## src/rtl/core/sdm_pkg.sv

```systemverilog
// Shared widths, field offsets and the result record type for the duplicate marker.
`timescale 1ns / 1ps
package sdm_pkg;

  localparam int ID_BITS    = 48;
  localparam int NAME_BITS  = 32;
  localparam int CHROM_BITS = 16;
  localparam int POS_BITS   = 31;
  localparam int SRC_BITS   = 32;
  localparam int OUT_BITS   = 32;

  // input beat layout, lowest field first
  localparam int ID_LSB     = 0;
  localparam int NAME_LSB   = ID_LSB + ID_BITS;
  localparam int CHROM_LSB  = NAME_LSB + NAME_BITS;
  localparam int POS_LSB    = CHROM_LSB + CHROM_BITS;
  localparam int MCHROM_LSB = POS_LSB + POS_BITS;
  localparam int MPOS_LSB   = MCHROM_LSB + CHROM_BITS;
  localparam int SRC_LSB    = MPOS_LSB + POS_BITS;
  localparam int IN_USED    = SRC_LSB + SRC_BITS;
  localparam int IN_BITS    = ((IN_USED + 7) / 8) * 8;

  localparam int OUTD_BITS  = 2 * OUT_BITS;

  // result queue
  localparam int QDEPTH     = 4;
  localparam int QPTR_BITS  = $clog2(QDEPTH);
  localparam int QCNT_BITS  = $clog2(QDEPTH + 1);

  typedef struct packed {
    logic [OUT_BITS-1:0] name;
    logic [OUT_BITS-1:0] src;
    logic                primary;
    logic                fin;
  } res_t;

endpackage

```

## src/rtl/core/sorted_duplicate_marker_top.sv

```systemverilog
// Top level of the sorted-stream duplicate marker.
//
//  channel | dir | payload                                      | handshake
//  in_     | in  | tdata: id, name, chrom, pos, mchrom, mpos, src | tvalid/tready
//  out_    | out | tdata: name, src; tuser: primary; tlast       | tvalid/tready
//
//  One beat is taken per cycle into the input register while it is not held;
//  its results are decided from that register and written to a four-entry result queue.
//  From input beat to first result beat, a record passes the input register and the queue.
//  The input register holds while the queue has fewer than two free slots.
//  A run's first duplicate yields two result beats, so the output side sets the
//  sustained rate to one result per cycle while out_tready is high.
//  Reset (rst_n low, synchronous) clears the run state and empties the queue.
`timescale 1ns / 1ps
module sorted_duplicate_marker_top (
  input  logic                        clk,
  input  logic                        rst_n,
  input  logic                        in_tvalid,
  output logic                        in_tready,
  // record_id, read_name, chrom, pos, mate_chrom, mate_pos, source, zero pad
  input  logic [sdm_pkg::IN_BITS-1:0] in_tdata,
  output logic                        out_tvalid,
  input  logic                        out_tready,
  // read_name_out, source_out
  output logic [sdm_pkg::OUTD_BITS-1:0] out_tdata,
  // primary flag
  output logic                        out_tuser,
  output logic                        out_tlast
);
  import sdm_pkg::*;

  // input register
  logic                  in_vld_r;
  logic [ID_BITS-1:0]    id_r;
  logic [NAME_BITS-1:0]  name_r;
  logic [CHROM_BITS-1:0] chrom_r, mchrom_r;
  logic [POS_BITS-1:0]   pos_r, mpos_r;
  logic [SRC_BITS-1:0]   src_r;

  // run state
  logic                  have_prev_r, have_prev_nxt;
  logic                  run_dups_r, run_dups_nxt;
  logic [ID_BITS-1:0]    prev_id_r;
  logic [NAME_BITS-1:0]  prev_name_r, first_name_r, first_name_nxt;
  logic [CHROM_BITS-1:0] prev_chrom_r, prev_mchrom_r;
  logic [POS_BITS-1:0]   prev_pos_r, prev_mpos_r;
  logic [SRC_BITS-1:0]   prev_src_r;

  logic                  proceed, is_dup, same_name, keep;
  logic [1:0]            push_cnt;
  res_t                  push_a, push_b, head;
  logic [QCNT_BITS-1:0]  q_cnt;
  logic                  in_acc;

  assign proceed   = in_vld_r && (32'(q_cnt) <= QDEPTH - 2);
  assign in_tready = !in_vld_r || proceed;
  assign in_acc    = in_tvalid && in_tready;

  always_ff @(posedge clk) begin
    if (!rst_n) begin
      in_vld_r <= 1'b0;
    end else if (in_tready) begin
      in_vld_r <= in_tvalid;
    end
  end

  always_ff @(posedge clk) begin
    if (in_acc) begin
      id_r     <= in_tdata[ID_LSB +: ID_BITS];
      name_r   <= in_tdata[NAME_LSB +: NAME_BITS];
      chrom_r  <= in_tdata[CHROM_LSB +: CHROM_BITS];
      pos_r    <= in_tdata[POS_LSB +: POS_BITS];
      mchrom_r <= in_tdata[MCHROM_LSB +: CHROM_BITS];
      mpos_r   <= in_tdata[MPOS_LSB +: POS_BITS];
      src_r    <= in_tdata[SRC_LSB +: SRC_BITS];
    end
  end

  assign is_dup = have_prev_r && (id_r != prev_id_r) &&
                  (chrom_r == prev_chrom_r) && (pos_r == prev_pos_r) &&
                  (mchrom_r == prev_mchrom_r) && (mpos_r == prev_mpos_r) &&
                  (src_r == prev_src_r);
  assign same_name = (name_r == prev_name_r);
  // a duplicate with the previous name is dropped and leaves the state alone
  assign keep = proceed && !(is_dup && same_name);

  always_comb begin
    have_prev_nxt  = have_prev_r;
    run_dups_nxt   = run_dups_r;
    first_name_nxt = first_name_r;
    push_cnt       = 2'd0;
    push_a.name    = OUT_BITS'(first_name_r);
    push_a.src     = OUT_BITS'(prev_src_r);
    push_a.primary = 1'b1;
    push_a.fin     = 1'b0;
    push_b.name    = OUT_BITS'(name_r);
    push_b.src     = OUT_BITS'(src_r);
    push_b.primary = 1'b0;
    push_b.fin     = 1'b1;
    if (keep) begin
      have_prev_nxt = 1'b1;
      if (!is_dup) begin
        first_name_nxt = name_r;
        run_dups_nxt   = 1'b0;
      end else begin
        run_dups_nxt = 1'b1;
        if (run_dups_r) begin
          push_cnt = 2'd1;
          push_a   = push_b;
        end else begin
          push_cnt = 2'd2;
        end
      end
    end
  end

  always_ff @(posedge clk) begin
    if (!rst_n) begin
      have_prev_r  <= 1'b0;
      run_dups_r   <= 1'b0;
      first_name_r <= '0;
    end else begin
      have_prev_r  <= have_prev_nxt;
      run_dups_r   <= run_dups_nxt;
      first_name_r <= first_name_nxt;
    end
  end

  always_ff @(posedge clk) begin
    if (!rst_n) begin
      prev_id_r     <= '0;
      prev_name_r   <= '0;
      prev_chrom_r  <= '0;
      prev_pos_r    <= '0;
      prev_mchrom_r <= '0;
      prev_mpos_r   <= '0;
      prev_src_r    <= '0;
    end else if (keep) begin
      prev_id_r     <= id_r;
      prev_name_r   <= name_r;
      prev_chrom_r  <= chrom_r;
      prev_pos_r    <= pos_r;
      prev_mchrom_r <= mchrom_r;
      prev_mpos_r   <= mpos_r;
      prev_src_r    <= src_r;
    end
  end

  sdm_outq u_outq (
    .clk      (clk),
    .rst_n    (rst_n),
    .push_cnt (push_cnt),
    .push_a   (push_a),
    .push_b   (push_b),
    .pop      (out_tready),
    .head     (head),
    .count    (q_cnt)
  );

  assign out_tvalid = (q_cnt != '0);
  assign out_tdata  = {head.src, head.name};
  assign out_tuser  = head.primary;
  assign out_tlast  = head.fin;

  a_primary_not_last: assert property (@(posedge clk) disable iff (!rst_n)
    (out_tvalid && out_tuser) |-> !out_tlast)
    else $error("primary result marked last");

  a_dups_need_prev: assert property (@(posedge clk) disable iff (!rst_n)
    run_dups_r |-> have_prev_r)
    else $error("run marked emitted without a kept record");

  a_reset_clears: assert property (@(posedge clk)
    $past(!rst_n) |-> (!have_prev_r && !run_dups_r && !in_vld_r))
    else $error("run state not cleared by reset");

  a_pair_on_new_run: assert property (@(posedge clk) disable iff (!rst_n)
    (push_cnt == 2'd2) |-> (!run_dups_r && is_dup))
    else $error("primary pushed outside the first duplicate of a run");

endmodule

```

## src/rtl/core/sdm_outq.sv

```systemverilog
// Small result queue: takes up to two results per cycle, delivers one while pop is high.
`timescale 1ns / 1ps
module sdm_outq (
  input  logic                         clk,
  input  logic                         rst_n,
  input  logic [1:0]                   push_cnt,
  input  sdm_pkg::res_t                push_a,
  input  sdm_pkg::res_t                push_b,
  input  logic                         pop,
  output sdm_pkg::res_t                head,
  output logic [sdm_pkg::QCNT_BITS-1:0] count
);
  import sdm_pkg::*;

  res_t                 mem_r [QDEPTH];
  logic [QPTR_BITS-1:0] wr_r, wr_nxt, rd_r, rd_nxt, wr_b;
  logic [QCNT_BITS-1:0] cnt_r, cnt_nxt;
  logic                 do_pop;

  assign do_pop = pop && (cnt_r != '0);
  assign wr_b   = wr_r + QPTR_BITS'(1);

  always_comb begin
    wr_nxt  = wr_r + QPTR_BITS'(push_cnt);
    rd_nxt  = do_pop ? rd_r + QPTR_BITS'(1) : rd_r;
    cnt_nxt = cnt_r + QCNT_BITS'(push_cnt) - QCNT_BITS'(do_pop);
  end

  always_ff @(posedge clk) begin
    if (!rst_n) begin
      wr_r  <= '0;
      rd_r  <= '0;
      cnt_r <= '0;
    end else begin
      wr_r  <= wr_nxt;
      rd_r  <= rd_nxt;
      cnt_r <= cnt_nxt;
    end
  end

  always_ff @(posedge clk) begin
    if (push_cnt != 2'd0) begin
      mem_r[wr_r] <= push_a;
    end
    if (push_cnt == 2'd2) begin
      mem_r[wr_b] <= push_b;
    end
  end

  assign head  = mem_r[rd_r];
  assign count = cnt_r;

  a_no_overflow: assert property (@(posedge clk) disable iff (!rst_n)
    (32'(cnt_r) + 32'(push_cnt) - 32'(do_pop)) <= QDEPTH)
    else $error("result queue overflow");

  a_push_range: assert property (@(posedge clk) disable iff (!rst_n)
    push_cnt != 2'd3)
    else $error("more than two results pushed in one cycle");

  a_count_track: assert property (@(posedge clk) disable iff (!rst_n)
    (pop && cnt_r != '0 && push_cnt == 2'd0) |=> (cnt_r == $past(cnt_r) - QCNT_BITS'(1)))
    else $error("queue count did not drop on pop");

endmodule

```

## config.mk

```make
export PLATFORM = sky130hd
export DESIGN_NAME = sorted_duplicate_marker_top
export DESIGN_NICKNAME = d
export VERILOG_FILES = /design/src/rtl/core/sdm_pkg.sv /design/src/rtl/core/sorted_duplicate_marker_top.sv /design/src/rtl/core/sdm_outq.sv
export SDC_FILE = /design/constraint.sdc
export NUM_CORES = 1
export LEC_CHECK = 0
export BUFFER_PORTS_ARGS = -buffer_cell sky130_fd_sc_hd__buf_4
export CAP_MARGIN = 10
export CORE_MARGIN = 3
export CORE_UTILIZATION = 54
export DETAILED_ROUTE_END_ITERATION = 12
export PLACE_DENSITY_LB_ADDON = 0.2
export SLEW_MARGIN = 10
export SYNTH_ARGS = -nofsm -noshare
export SYNTH_HDL_FRONTEND = slang
export SYNTH_SLANG_ARGS = --single-unit
```

## constraint.sdc

```tcl
create_clock -name clk -period 9.25 [get_ports clk]
set_input_delay 2.3125 -clock clk [delete_from_list [all_inputs] [get_ports clk]]
set_output_delay 2.3125 -clock clk [all_outputs]
set_load 0.005 [all_outputs]
```

Yosys cells after proc, flatten, opt, wreduce, memory -nomap -nowiden
Memory sizes are Yosys's and may differ from the RTL's. A register that Yosys moved wholly into a read port is not among the register bits. Index checks and enable logic that the tools add are counted.

Memory bits (writable): 264. Bits of input ports: 212. Flip-flop bits (word level): 454. Memories: 1. Output and inout port bits: 68. Logic and storage cells: 67.

Reduce and logical (&&, ||, !) cells: 17. Add/subtract/negate cells: 5. Bitwise gates (word level): 1. $lt $le $gt $ge: 1. Equal/unequal tests: 8. Multiplexer cells: 13.

Memories: u_outq.mem_r (words 4, bits a word 66, read ports 1, clocked after Yosys merged registers in 1, write ports 2, RTL line sdm_outq.sv:15) `res_t mem_r [QDEPTH];`.

Operators by type and width (number): $mux 66 (3); $eq 32x32->1 (2); $eq 31x31->1 (2); $ne 48x48->1 (1); $eq 16x16->1 (2); $logic_and 1x1->1 (11); $mux 2 (5); $mux 1 (5); $add 2x1->2 const B (2); $add 3x2->3 (1); $le 3x2->1 const B (1); $reduce_bool 3->1 (1); $sub 3x1->3 (1); $add 2x2->2 (1); $eq 2x2->1 const B (1); $logic_not 1->1 (2); $reduce_and 2->1 (1); $reduce_bool 2->1 (1); $logic_or 1x1->1 (1); $not 1->1 (1).

Longest topological paths before layout
Word-level depth: 14. Gate-level depth with buffers: 15. Mapped depth without buffers: 13.

Modules after synthesis
From an unflattened synthesis, not the netlist that was laid out.

Cells, all modules: 2365. Area, all modules: 32289.7 um^2.

By module, submodules not included: sorted_duplicate_marker_top (cells each 1680, sequential area each 11010.6 um^2, area an instance 18806.8 um^2, times used 1); sdm_outq (cells each 685, sequential area each 8107.8 um^2, area an instance 13482.9 um^2, times used 1).

Worst setup path before layout
No wires, ideal clock.

Path type: register -> register. Start point: register src_r[18]. End point: memory u_outq.mem_r[1][10] (netlist name), enable pin. Data required time: 8.599 ns. Stages on the path, launching flop included: 8. Arrival: 8.342 ns. Period minus slack after synthesis: 8.992 ns. Slack: 0.258 ns. Setup time: 0.651 ns. Buffers on the path: 1. Path through: edfxtp_1 xnor2_1 nand4_1 or4_1 nor4_2 nand4_4 buf_2 nor4_1.

RTL lines: start, declared (RTL line sorted_duplicate_marker_top.sv:38) `logic [SRC_BITS-1:0] src_r;`; start signal, assigned (RTL line sorted_duplicate_marker_top.sv:75) `src_r <= in_tdata[SRC_LSB +: SRC_BITS];`; end, declared (RTL line sdm_outq.sv:15).

==> metrics.txt <==
H-tree levels 3; die area about 61,000 um2; core area approximately 57,000 um2; period utilization 0.6126; final setup fails 0; # DRC 0; max-cap violation count 0; Yosys cell types 59; Reg2Reg Depth 9; cells after synthesis 2,397; Worst Tran Pin Value 1.179 ns; drt pass-1 iters 7; Met2 Routed Length about 38,000 um; crit path time final 5.666 ns; Tightest Hold Check Type reg -> reg; post-CTS setup buffer count 0; nets@finish 2,852; global placer's final weighted congestion 0.9095; Worst Setup SP src_r[18]$_DFFE_PP_; sequential fraction of the synthesis area 0.6077; Ys Warns 0; max frequency 176.5 MHz; Hold Vio Cnt, Final 0; CTS buffer count 77; CP Max Fanout 67; FF/Latch Area ~19,000 um2; Area Overhead vs Synth 16.34%; vias in the first global route 20,410; largest net degree at the start of global routing 150; uppermost layer routed met5; hold buffers post-CTS 0; Die Y 246.9 um; Metal-1 WL between 30,000 and 40,000 um; Post-synth EDFFs 462; combinational share of power 0.122; Critical Path RT 9.47 ns; Initial Util 0.5503; reg2reg setup slack approximately 3.6 ns; first-pass GRT wire length 119,200 um; Switch Pwr 1995 uW; drt total wl between 70,000 and 80,000 um; Worst setup endpoint u_outq.mem_r[2][6]$_DFFE_PP_; row cnt between 80 and 90; PD cells 215.3 nW/um2; relative slew slack 0.2079; RSZ-0062 raised after global routing no; Initial DRC Count 1,656; Vias per Instance 5.884; DP HPWL 49,130 um; post-cts resize count 0; Clock Skews 0.02472 ns; worst skew pair latency 0.62 ns; layout cells sized above 1 0.1897; P_leak 0.01232 uW; met3 wire len 5889 um; DR vias ~20,000; status complete, no violations; drt wl/cell approximately 23 um; #FFs+latches synth 720; maximum vdd ir drop 0.0001613 V; CTS tree yes; Sink Count 720; switching share of power 0.2542; initial antenna violation count 6; clock-pin slew on the worst setup and hold paths 0.06 ns; CP Capture Type flip-flop; synthesized area 31,330 um2; Max Root-Sink Buffers 3; io pins 280; root buf cell clkbuf_16; Die Span X 246.9 um; Post-Syn Nets 2,614; multi-input logic area 11,520 um2; Avg Cell Area, Syn ~13 um2; sequential share of power 0.492; PortBufs approximately 280; gr usage total 0.2578; r2r startpoint src_r[18]$_DFFE_PP_; WP data arrival 5.89 ns; Setup CP Type reg -> reg; Clock Power Share 0.386; startpoint types flip-flop; antenna viol nets, final 0; FFs w/ async S/R, synth 0; pins over their slew limit 0; R2R Path End u_outq.mem_r[2][6]$_DFFE_PP_; Filler cells 4,244; Post-synth top flop edfxtp_1; sum of negative setup slack 0 ns; grt ovf 0; Power, Total 7849 uW; cell internal pwr between 5000 and 6000 uW
==> flip-flops by register name (all words and copies together), names as in the netlist, 31 cells and up, named ones only <==
register,cells
first_name_r,32
prev_id_r,48
prev_src_r,32
name_r,32
mpos_r,31
u_outq.mem_r,264
pos_r,31
src_r,32
prev_pos_r,31
prev_name_r,32
prev_mpos_r,31
id_r,48
==> power groups by stage <==
stage / combinational [uW] / sequential (uW) / clock [uW]
global placement: 941 / 3910 / 0
detailed placement: 959 / 3930 / 0
CTS: 965 / 3860 / 3090
finish: 955 / 3860 / 3030
global route: 1040 / 3890 / 3210
floorplan: 700 / 3860 / 0
==> stage by stage <==
| step | hold slack, ns | std cells | area, um2 | util | setup slack, ns |
|---|---|---|---|---|---|
| floorplan | 0.4341 | 2397 | 31330 | - | 0.2577 |
| global placement | 0.4404 | 3312 | 33950 | 0.5963 | 3.677 |
| detailed placement | 0.4469 | 3312 | 33950 | 0.5963 | 3.643 |
| CTS | 0.4596 | 3455 | 36440 | 0.6401 | 3.582 |
| global route | 0.4817 | 3455 | 36440 | 0.6401 | 3.303 |
| finish | 0.4573 | 3457 | 36450 | 0.6402 | 3.584 |
==> cell families after synthesis <==
family          Yosys count  share of synthesized area
fa+ha+maj                 5                   0.002237
compound gates          292                    0.08048
mux                     305                     0.1239
xor+xnor                149                    0.04166
simple gates            745                     0.1174
buf+inv                 181                    0.02668
flops                   720                     0.6077
==> cell type report <==
| cell class | instances | share of cell area |
|---|---|---|
| antenna | 2 | 0.0001373 |
| clock buffer | 111 | 0.05980 |
| inverter | 34 | 0.003502 |
| timing repair buffer | 306 | 0.06358 |
| tap | 756 | 0.02595 |
| clock inverter | 32 | 0.008582 |
| sequential | 720 | 0.5225 |
| multi-input combinational | 1496 | 0.3160 |
==> placed cells by master (no fill, tap or decap), drive strengths merged, types with 26 or more instances in the layout <==
cell,count
clkinv,26
buf,306
nand2,456
mux4,66
xnor2,134
inv,34
edfxtp,462
nor4,66
dfxtp,258
nor2b,101
a22o,256
mux2i,238
clkbuf,111
nand4,50
==> worst min-delay path by stage <==
stage	from	to	slack, ns	cells past startpoint
after floorplan	have_prev_r$_SDFFE_PN0N_	have_prev_r$_SDFFE_PN0N_	0.43	1
final	prev_pos_r[5]$_SDFFE_PN0N_	prev_pos_r[5]$_SDFFE_PN0N_	0.46	2
after detailed placement	have_prev_r$_SDFFE_PN0N_	have_prev_r$_SDFFE_PN0N_	0.45	1
after CTS	prev_pos_r[5]$_SDFFE_PN0N_	prev_pos_r[5]$_SDFFE_PN0N_	0.46	2
after global routing	prev_pos_r[21]$_SDFFE_PN0N_	prev_pos_r[21]$_SDFFE_PN0N_	0.48	2
after global placement	have_prev_r$_SDFFE_PN0N_	have_prev_r$_SDFFE_PN0N_	0.44	1
==> routing by layer <==
metal,track usage,up-vias
li1,-,9408
met1,0.3495,10020
met2,0.4174,755
met3,0.05487,155
met4,0.08235,8
met5,0,-
==> critical path, stage by stage (launching register included) <==
cell and delay, ns:
edfxtp_1 0.50, xnor2_1 0.54, nand4_1 0.16, or4_1 0.54, nor4_2 0.29, nand4_4 0.54
nor4_4 0.43, buf_4 0.87, or2_2 0.57, buf_4 0.78
==> cell usage after synthesis, drive strengths merged, types with 2 or more instances <==
library cell	number	area share
nor2b	101	0.020
inv	34	0.0041
edfxtp	462	0.44
o21ai	3	0.00060
clkbuf	72	0.0086
nand2	456	0.055
or2	4	0.00080
ha	4	0.0016
nor3b	3	0.00072
or4	5	0.0012
nor4b	3	0.0015
nor4	66	0.017
o22ai	8	0.0016
nand4	50	0.010
and2	8	0.0016
o21bai	2	0.00048
xnor2	134	0.037
nor3	4	0.00064
a2111oi	8	0.0024
nand2b	15	0.0030
o21ba	2	0.00064
mux2i	238	0.076
a22o	256	0.072
nor2	14	0.0017
nand4b	2	0.00056
dfxtp	258	0.16
nand3	6	0.00096
a21oi	4	0.00064
buf	75	0.014
xor2	15	0.0042
or3	3	0.00060
mux4	66	0.047
Power figures use the tool's default switching activity.
